### config.mk
export PLATFORM = sky130hd
export DESIGN_NAME = token_bucket_packet_shaper
export DESIGN_NICKNAME = d
export VERILOG_FILES = /design/src/sv/tbps_pkg.sv /design/src/sv/tbps_ram.sv /design/src/sv/token_bucket_packet_shaper.sv
export VERILOG_INCLUDE_DIRS = /design/src /design/src/sv
export SDC_FILE = /design/constraint.sdc
export NUM_CORES = 2
export LEC_CHECK = 0
export ABC_AREA = 1
export BUFFER_PORTS_ARGS = -buffer_cell sky130_fd_sc_hd__buf_2
export CAP_MARGIN = 15
export CORE_UTILIZATION = 42
export CTS_CLUSTER_SIZE = 14
export DETAILED_ROUTE_END_ITERATION = 10
export HOLD_SLACK_MARGIN = 0.02
export PLACE_DENSITY_LB_ADDON = 0.05
export SLEW_MARGIN = 10
export SYNTH_ARGS = -nofsm -noshare
export SYNTH_HDL_FRONTEND = slang
export SYNTH_SLANG_ARGS = --single-unit
export TNS_END_PERCENT = 10
### constraint.sdc
create_clock -name clk -period 14.3 [get_ports clk]
set_input_delay 0.715 -clock clk [delete_from_list [all_inputs] [get_ports clk]]
set_output_delay 0.715 -clock clk [all_outputs]
set_load 0.01 [all_outputs]
### src/sv/token_bucket_packet_shaper_macros.svh
// ---------------------------------------------------------------------------
// Token bucket shaper assertion macros
// Shared concurrent assertion forms, sampled on the rising clock edge and
// disabled while the asynchronous reset is asserted.
// ---------------------------------------------------------------------------
`ifndef TOKEN_BUCKET_PACKET_SHAPER_MACROS_SVH
`define TOKEN_BUCKET_PACKET_SHAPER_MACROS_SVH

// Consequent must hold in the same cycle as the antecedent.
`define TBPS_ASSERT_NOW(label, clk, rst_n, ante, cons, msg) \
	label: assert property (@(posedge clk) disable iff (!rst_n) (ante) |-> (cons)) \
		else $error(msg);

// Consequent must hold in the cycle after the antecedent.
`define TBPS_ASSERT_NEXT(label, clk, rst_n, ante, cons, msg) \
	label: assert property (@(posedge clk) disable iff (!rst_n) (ante) |=> (cons)) \
		else $error(msg);

`endif

### src/sv/tbps_pkg.sv
// ---------------------------------------------------------------------------
// Token bucket shaper package
// Field widths, reset values, status codes and the queue entry layout.
// ---------------------------------------------------------------------------
package tbps_pkg;

	localparam int BUCKET_W        = 10;
	localparam int TAG_W           = 16;
	localparam int FILL_W          = 7;
	localparam int STATUS_W        = 3;
	localparam int ENTRY_W         = TAG_W + BUCKET_W;
	localparam int DEF_QUEUE_DEPTH = 64;

	localparam logic [BUCKET_W-1:0] RESET_DEPTH = 10'd10;

	// Result status codes
	typedef enum logic [STATUS_W-1:0] {
		ST_TOKEN_ADDED   = 3'd0,
		ST_TOKEN_DROPPED = 3'd1,
		ST_TOO_BIG       = 3'd2,
		ST_QUEUED        = 3'd3,
		ST_RELEASED      = 3'd4,
		ST_QUEUE_FULL    = 3'd5
	} status_t;

	// One waiting packet
	typedef struct packed {
		logic [TAG_W-1:0]    tag;
		logic [BUCKET_W-1:0] need;
	} q_entry_t;

endpackage

### src/sv/tbps_ram.sv
// ---------------------------------------------------------------------------
// Generic single-port-write RAM
// One write port and one read port, read data registered.
// ---------------------------------------------------------------------------
module tbps_ram #(
	parameter int WIDTH = 8,
	parameter int DEPTH = 64
) (
	input  logic                     clk,
	input  logic                     we,
	input  logic [$clog2(DEPTH)-1:0] waddr,
	input  logic [WIDTH-1:0]         wdata,
	input  logic                     re,
	input  logic [$clog2(DEPTH)-1:0] raddr,
	output logic [WIDTH-1:0]         rdata
);

	logic [WIDTH-1:0] mem_q [DEPTH];

	// Write and registered read
	always_ff @(posedge clk) begin
		if (we) begin
			mem_q[waddr] <= wdata;
		end
		if (re) begin
			rdata <= mem_q[raddr];
		end
	end

endmodule

### src/sv/token_bucket_packet_shaper.sv
// Result path: start is registered into the input stage, and done is registered from it in the result stage.
// Throughput: one event per cycle; busy never rises and results cannot be stalled.
// Waiting queue: two head registers in front of a RAM with registered read.
// Reset: asynchronous, clears the bucket level, the queue and sets bucket_depth to 10.
// Queue RAM contents are not cleared; no clearing pass is needed after reset.
// ---------------------------------------------------------------------------
// Token bucket packet shaper
// Adds tokens to a bucket up to a configurable depth and releases packets
// directly or through a FIFO of waiting packets once enough tokens are in.
// ---------------------------------------------------------------------------
`include "token_bucket_packet_shaper_macros.svh"

module token_bucket_packet_shaper
	import tbps_pkg::*;
#(
	parameter int QUEUE_DEPTH = DEF_QUEUE_DEPTH
) (
	input  logic                clk,
	input  logic                arst_n,
	// event request
	input  logic                start,
	output logic                busy,
	input  logic                mode,
	input  logic [TAG_W-1:0]    packet_tag,
	input  logic [BUCKET_W-1:0] tokens_wanted,
	// bucket depth write
	input  logic                cfg_valid,
	output logic                cfg_ready,
	input  logic [BUCKET_W-1:0] cfg_wdata,
	// result
	output logic                done,
	output logic [STATUS_W-1:0] status,
	output logic [TAG_W-1:0]    released_tag,
	output logic [BUCKET_W-1:0] tokens_now,
	output logic [FILL_W-1:0]   queue_fill
);

	localparam int AW = $clog2(QUEUE_DEPTH);
	localparam int CW = $clog2(QUEUE_DEPTH + 1);

	// Configuration and bucket state
	logic [BUCKET_W-1:0] depth_q;
	logic [BUCKET_W-1:0] level_q;
	logic [BUCKET_W-1:0] level_d;
	logic [BUCKET_W-1:0] lvl_inc;

	// Input stage
	logic                valid_s1;
	logic                mode_s1;
	logic [TAG_W-1:0]    tag_s1;
	logic [BUCKET_W-1:0] need_s1;

	// Result stage
	logic                done_s2;
	status_t             status_s2;
	logic [TAG_W-1:0]    rtag_s2;
	logic [BUCKET_W-1:0] tokens_s2;
	logic [FILL_W-1:0]   fill_s2;

	// Event decision
	status_t             status_c;
	logic [TAG_W-1:0]    rtag_c;
	logic                pop;
	logic                push;

	// Queue: head slots, RAM pointers and counts
	q_entry_t            s0_q, s1_q, n0, n1, new_entry;
	logic                s0_vld_q, s1_vld_q, n0v, n1v;
	logic                pend_q;
	logic [AW-1:0]       wr_ptr_q, rd_ptr_q;
	logic [CW-1:0]       count_q, count_d;
	logic [CW-1:0]       ram_cnt_q;
	logic                ram_we, rd_en;
	logic [ENTRY_W-1:0]  ram_rdata;
	q_entry_t            land_entry;

	assign busy      = 1'b0;
	assign cfg_ready = 1'b1;
	assign new_entry = '{tag: tag_s1, need: need_s1};
	assign land_entry = q_entry_t'(ram_rdata);

	// Per-event token and queue decision
	always_comb begin
		lvl_inc  = level_q + BUCKET_W'(1);
		status_c = ST_TOKEN_ADDED;
		rtag_c   = '0;
		level_d  = level_q;
		pop      = 1'b0;
		push     = 1'b0;
		if (valid_s1) begin
			if (!mode_s1) begin
				if (level_q >= depth_q) begin
					status_c = ST_TOKEN_DROPPED;
				end else begin
					level_d = lvl_inc;
					if (count_q != '0 && lvl_inc >= s0_q.need) begin
						level_d  = lvl_inc - s0_q.need;
						rtag_c   = s0_q.tag;
						pop      = 1'b1;
						status_c = ST_RELEASED;
					end
				end
			end else begin
				rtag_c = tag_s1;
				if (need_s1 > depth_q) begin
					status_c = ST_TOO_BIG;
				end else if (count_q == '0 && level_q >= need_s1) begin
					level_d  = level_q - need_s1;
					status_c = ST_RELEASED;
				end else if (count_q == CW'(QUEUE_DEPTH)) begin
					status_c = ST_QUEUE_FULL;
				end else begin
					push     = 1'b1;
					status_c = ST_QUEUED;
				end
			end
		end
	end

	// Head slot refill: pop, then RAM read data, then a direct push
	always_comb begin
		n0     = s0_q;
		n0v    = s0_vld_q;
		n1     = s1_q;
		n1v    = s1_vld_q;
		ram_we = 1'b0;
		if (pop) begin
			n0  = s1_q;
			n0v = s1_vld_q;
			n1v = 1'b0;
		end
		if (pend_q) begin
			if (!n0v) begin
				n0  = land_entry;
				n0v = 1'b1;
			end else begin
				n1  = land_entry;
				n1v = 1'b1;
			end
		end
		if (push) begin
			if (ram_cnt_q == '0 && !n0v) begin
				n0  = new_entry;
				n0v = 1'b1;
			end else if (ram_cnt_q == '0 && !n1v) begin
				n1  = new_entry;
				n1v = 1'b1;
			end else begin
				ram_we = 1'b1;
			end
		end
		rd_en   = (ram_cnt_q != '0) && !(n0v && n1v);
		count_d = count_q + CW'(push) - CW'(pop);
	end

	// Backing store for waiting packets
	tbps_ram #(
		.WIDTH (ENTRY_W),
		.DEPTH (QUEUE_DEPTH)
	) u_ram (
		.clk   (clk),
		.we    (ram_we),
		.waddr (wr_ptr_q),
		.wdata (new_entry),
		.re    (rd_en),
		.raddr (rd_ptr_q),
		.rdata (ram_rdata)
	);

	// Control state
	always_ff @(posedge clk or negedge arst_n) begin
		if (!arst_n) begin
			depth_q   <= RESET_DEPTH;
			level_q   <= '0;
			valid_s1  <= 1'b0;
			done_s2   <= 1'b0;
			s0_vld_q  <= 1'b0;
			s1_vld_q  <= 1'b0;
			pend_q    <= 1'b0;
			wr_ptr_q  <= '0;
			rd_ptr_q  <= '0;
			count_q   <= '0;
			ram_cnt_q <= '0;
		end else begin
			if (cfg_valid && cfg_ready) begin
				depth_q <= cfg_wdata;
			end
			valid_s1  <= start && !busy;
			done_s2   <= valid_s1;
			level_q   <= level_d;
			s0_vld_q  <= n0v;
			s1_vld_q  <= n1v;
			pend_q    <= rd_en;
			count_q   <= count_d;
			ram_cnt_q <= ram_cnt_q + CW'(ram_we) - CW'(rd_en);
			if (ram_we) begin
				wr_ptr_q <= (wr_ptr_q == AW'(QUEUE_DEPTH - 1)) ? '0 : wr_ptr_q + AW'(1);
			end
			if (rd_en) begin
				rd_ptr_q <= (rd_ptr_q == AW'(QUEUE_DEPTH - 1)) ? '0 : rd_ptr_q + AW'(1);
			end
		end
	end

	// Payload registers
	always_ff @(posedge clk) begin
		if (start && !busy) begin
			mode_s1 <= mode;
			tag_s1  <= packet_tag;
			need_s1 <= tokens_wanted;
		end
		s0_q <= n0;
		s1_q <= n1;
		if (valid_s1) begin
			status_s2 <= status_c;
			rtag_s2   <= rtag_c;
			tokens_s2 <= level_d;
			fill_s2   <= FILL_W'(count_d);
		end
	end

	assign done         = done_s2;
	assign status       = status_s2;
	assign released_tag = rtag_s2;
	assign tokens_now   = tokens_s2;
	assign queue_fill   = fill_s2;

	// Checks
	`TBPS_ASSERT_NOW(a_head_present, clk, arst_n, count_q != '0, s0_vld_q, "queue head slot empty")
	`TBPS_ASSERT_NOW(a_land_room, clk, arst_n, pend_q, !(s0_vld_q && s1_vld_q), "no slot for RAM data")
	`TBPS_ASSERT_NOW(a_count_sum, clk, arst_n, 1'b1, count_q == CW'(s0_vld_q) + CW'(s1_vld_q) + CW'(pend_q) + ram_cnt_q, "queue count mismatch")
	`TBPS_ASSERT_NOW(a_count_max, clk, arst_n, 1'b1, count_q <= CW'(QUEUE_DEPTH), "queue count overflow")
	`TBPS_ASSERT_NEXT(a_one_result, clk, arst_n, valid_s1, done_s2, "event without result")

endmodule
==> qor.yml <==
critical_path:
  path_max_fanout: 28
  timing.rr.start: "level_q[0]"
  r2r-end: "ram_cnt_q[6]"
  endpoint_kind: "flop"
  crit_slowest_cell: "dfrtp_1"
  reg2regPathDepth: 30
  max_stage_delay_ps: 490
  arrival_ps: 6650
  cp_common_cell: "nor2_1"
  critPathLaunchType: "flop"
  cp.required_ps: 15060
  r2r_slack_ps: 8410
  cp-startpoint: "level_q[0]"
  crit_type: "reg -> reg"
sta:
  setup_violations: 0
  hold_violations: 0
  slew_headroom_pct: 24.2
  fin_ws_ps: 8410
  grt_setup_unrepaired: "false"
  final_max_slew_viol_count: 0
  finalSetupTns_ps: 0
  timing.fmax_mhz: 170
  period_needed_ps: 5890
  fin_crit_sh_pct: 41.2
  fin_skew_ps: 30.4
  worst_slew_pin_slew_ps: 1130
clock_tree:
  clock-sinks: 1856
  cts_setup_buffers: 0
  insertion_delay_ps: 850
  numCtsBuffers: 196
  path_clk_slew_ps: 60
  cts_max_level: 4
  cts_root_buf: "clkbuf_16"
  cts_buffer_depth: 3
  cts_tree: "built"
die:
  io_pins: 80
  start_util_pct: 42.4
  coreArea_mm2: 0.176
  die-width_um: 424
  dieArea_mm2: 0.180
  die_y_um: 424
  row_count: 154
job:
  drv_cap: 0
layout:
  drive_above_1_share_pct: 9.11
  syn2layout_area_growth_pct: 12.5
  final.fill_count: 15800
  multi_input_area_mm2: 0.0182
  regArea_mm2: 0.0550
  instances_no_fill: 8422
  fin_nets: 6019
detailed_routing:
  viasPerCell: 5.70
  drtIter0Drc: 4956
  firstDrtPassIters: 11
  wl_per_cell_um: 27.7
  drt_wl_total_um: 233000
  vias: 48000
  drcViolationCount: 1
  ant_nets: 0
placed_design:
  dp.cells: 8037
  dp_hpwl_um: 132000
  io_buffers: 77
  place_worst_setup_slack_ps: 8410
  gp_congestion: 0.869
global_route:
  grt_use_total_pct: 25.6
  grt_start_max_net_pins: 136
  first_global_vias: 45500
  globalRouteOverflowTotal: 0
  grt_first_pass_wirelength_um: 334000
  antenna_found_initial: 14
outcome:
  status: "finished with violations"
  violations: "DRC"
synth:
  synth_nets: 6012
  syn_avg_cell_area_um2: 12.7
  ys_seq_area_share_pct: 73.5
  yosys-mux-area-fraction_pct: 0.0151
  synth-adder-area-share_pct: 1.13
  synth_top_family_by_area: "compound AO/OA/AOI/OAI gates"
  synth_area_leaders: "edfxtp_1 70%, o21ai_0 6.1%, nor2_1 4.8%"
  synth_edf_count: 1753
  ys_types: 54
  synthArstFlopShare_pct: 2.75
  synthXorXnorAreaFrac_pct: 0.386
  synth-simple-area-share_pct: 10.3
  yosysWarnings: 0
  ys.flop_type: "edfxtp_1"
  synth_cells: 5906
  ys_seq_elements: 1856
  synth_compound_area_share_pct: 11.9
  synth.largest_area_cell: "edfxtp_1"
  synth_top_area_share_pct: 70.4
  netlist_area_mm2: 0.0748
min_path:
  hp-start: "packet_tag[12]"
  min_to: "tag_s1[12]"
  min_path_cells: 1
  hold_class: "in -> reg"
power_and_ir_drop:
  vdd_ir_drop_max_uv: 120
  power.density_mw_per_mm2: 200
  leakagePower_nw: 27.7
## worst max path at each step
stage,to,depth (start not counted)
5_1_grt,ram_cnt_q[6],29
3_5_place_dp,ram_cnt_q[6],29
3_3_place_gp,ram_cnt_q[6],28
4_1_cts,ram_cnt_q[6],29
2_1_floorplan,ram_cnt_q[6],32
6_report,ram_cnt_q[6],30
## layout make-up
cell class | instances | share of cell area, %
Antenna cell | 4 | 0.0119
Multi-Input combinational cell | 3513 | 21.6
Clock buffer | 265 | 6.38
Clock inverter | 98 | 0.830
Inverter | 147 | 0.687
Timing Repair Buffer | 199 | 1.65
Sequential cell | 1856 | 65.3
Tap cell | 2340 | 3.48
## what timing repair did
item,in CTS,in global routing
endpoints found under the hold margin,35,0
resized for setup,0,0
hold buffers,18,0
## cell usage in the layout, fill, tap and decap left out, types with 81 or more instances in the layout
cell type	instances
clkbuf_16	203
buf_4	102
o22ai_1	257
o221ai_1	150
nor2_1	899
nand3_1	194
a21oi_1	81
inv_1	137
o21ai_0	913
nand2_1	618
edfxtp_1	1753
## synth_stat cells (4+ instances only)
master	n
inv_1	138
xnor2_1	7
nand4_4	4
xor2_1	26
nor2_1	965
dfrtp_1	49
nand3_1	194
nand2_2	8
nor3_1	6
o211ai_1	75
o21ai_1	12
fa_1	4
nand2_1	618
clkbuf_1	328
buf_4	8
a22o_1	15
dfxtp_1	52
nand2_4	4
a21oi_1	81
nand4_1	66
ha_1	61
buf_1	17
edfxtp_1	1753
o21ai_0	913
buf_2	34
o221ai_1	150
inv_2	5
a31oi_1	12
o22ai_1	257
## cells by family (layout without fill, tap and decap cells)
logic type,count (synthesis),count (layout)
xor+xnor,33,33
flops,1856,1856
fa+ha+maj,65,65
mux,1,1
compound gates,1535,1535
other cells,2,6
buf+inv,537,709
simple gates,1877,1877
## per-stage QoR
| step | util [%] | hold slack [ps] | instance area (um^2) | power, mW |
|---|---|---|---|---|
| 6_report | 47.7 | 80.0 | 84200 | 16.8 |
| 2_1_floorplan | - | 419 | 74800 | 9.82 |
| 5_1_grt | 47.7 | 47.0 | 84200 | 17.6 |
| 4_1_cts | 47.7 | 21.7 | 84100 | 16.9 |
| 3_3_place_gp | 44.1 | 515 | 77900 | 12.1 |
| 3_5_place_dp | 44.1 | 524 | 77900 | 12.1 |
## power by group
part	switching (mW)	internal, mW
Combinational	4.02	1.41
Sequential	0.234	6.29
Clock	2.14	2.75
Total	6.39	10.5
## worst max-delay path: cells and delay by family, from the launching register on
| family | cells | cell delay [ps] |
|---|---|---|
| flops | 1 | 490 |
| compound gates | 2 | 470 |
| xor+xnor | 2 | 310 |
| simple gates | 18 | 2690 |
| fa+ha+maj | 5 | 1640 |
| buf+inv | 3 | 200 |
## sequential cells by signal, indices dropped and copies added, names as in the netlist, 3 cells and up
signal,count
count_q,7
depth_q,10
level_q,10
need_s1,10
queue_fill,7
ram_cnt_q,7
rd_ptr_q,6
released_tag,16
s0_q,26
s1_q,26
status,3
tag_s1,16
tokens_now,10
u_ram.mem_q,1664
u_ram.rdata,26
wr_ptr_q,6
## layer usage
| layer | GRT usage [%] | wire (um) | vias up |
|---|---|---|---|
| met1 | 37.2 | 106000 | 24400 |
| met2 | 40.5 | 109000 | 1476 |
| met5 | 0 | 20 | - |
| met3 | 3.38 | 12900 | 266 |
| met4 | 6.97 | 5250 | 2 |
| li1 | - | - | 21900 |
Power figures use the tool's default switching activity.
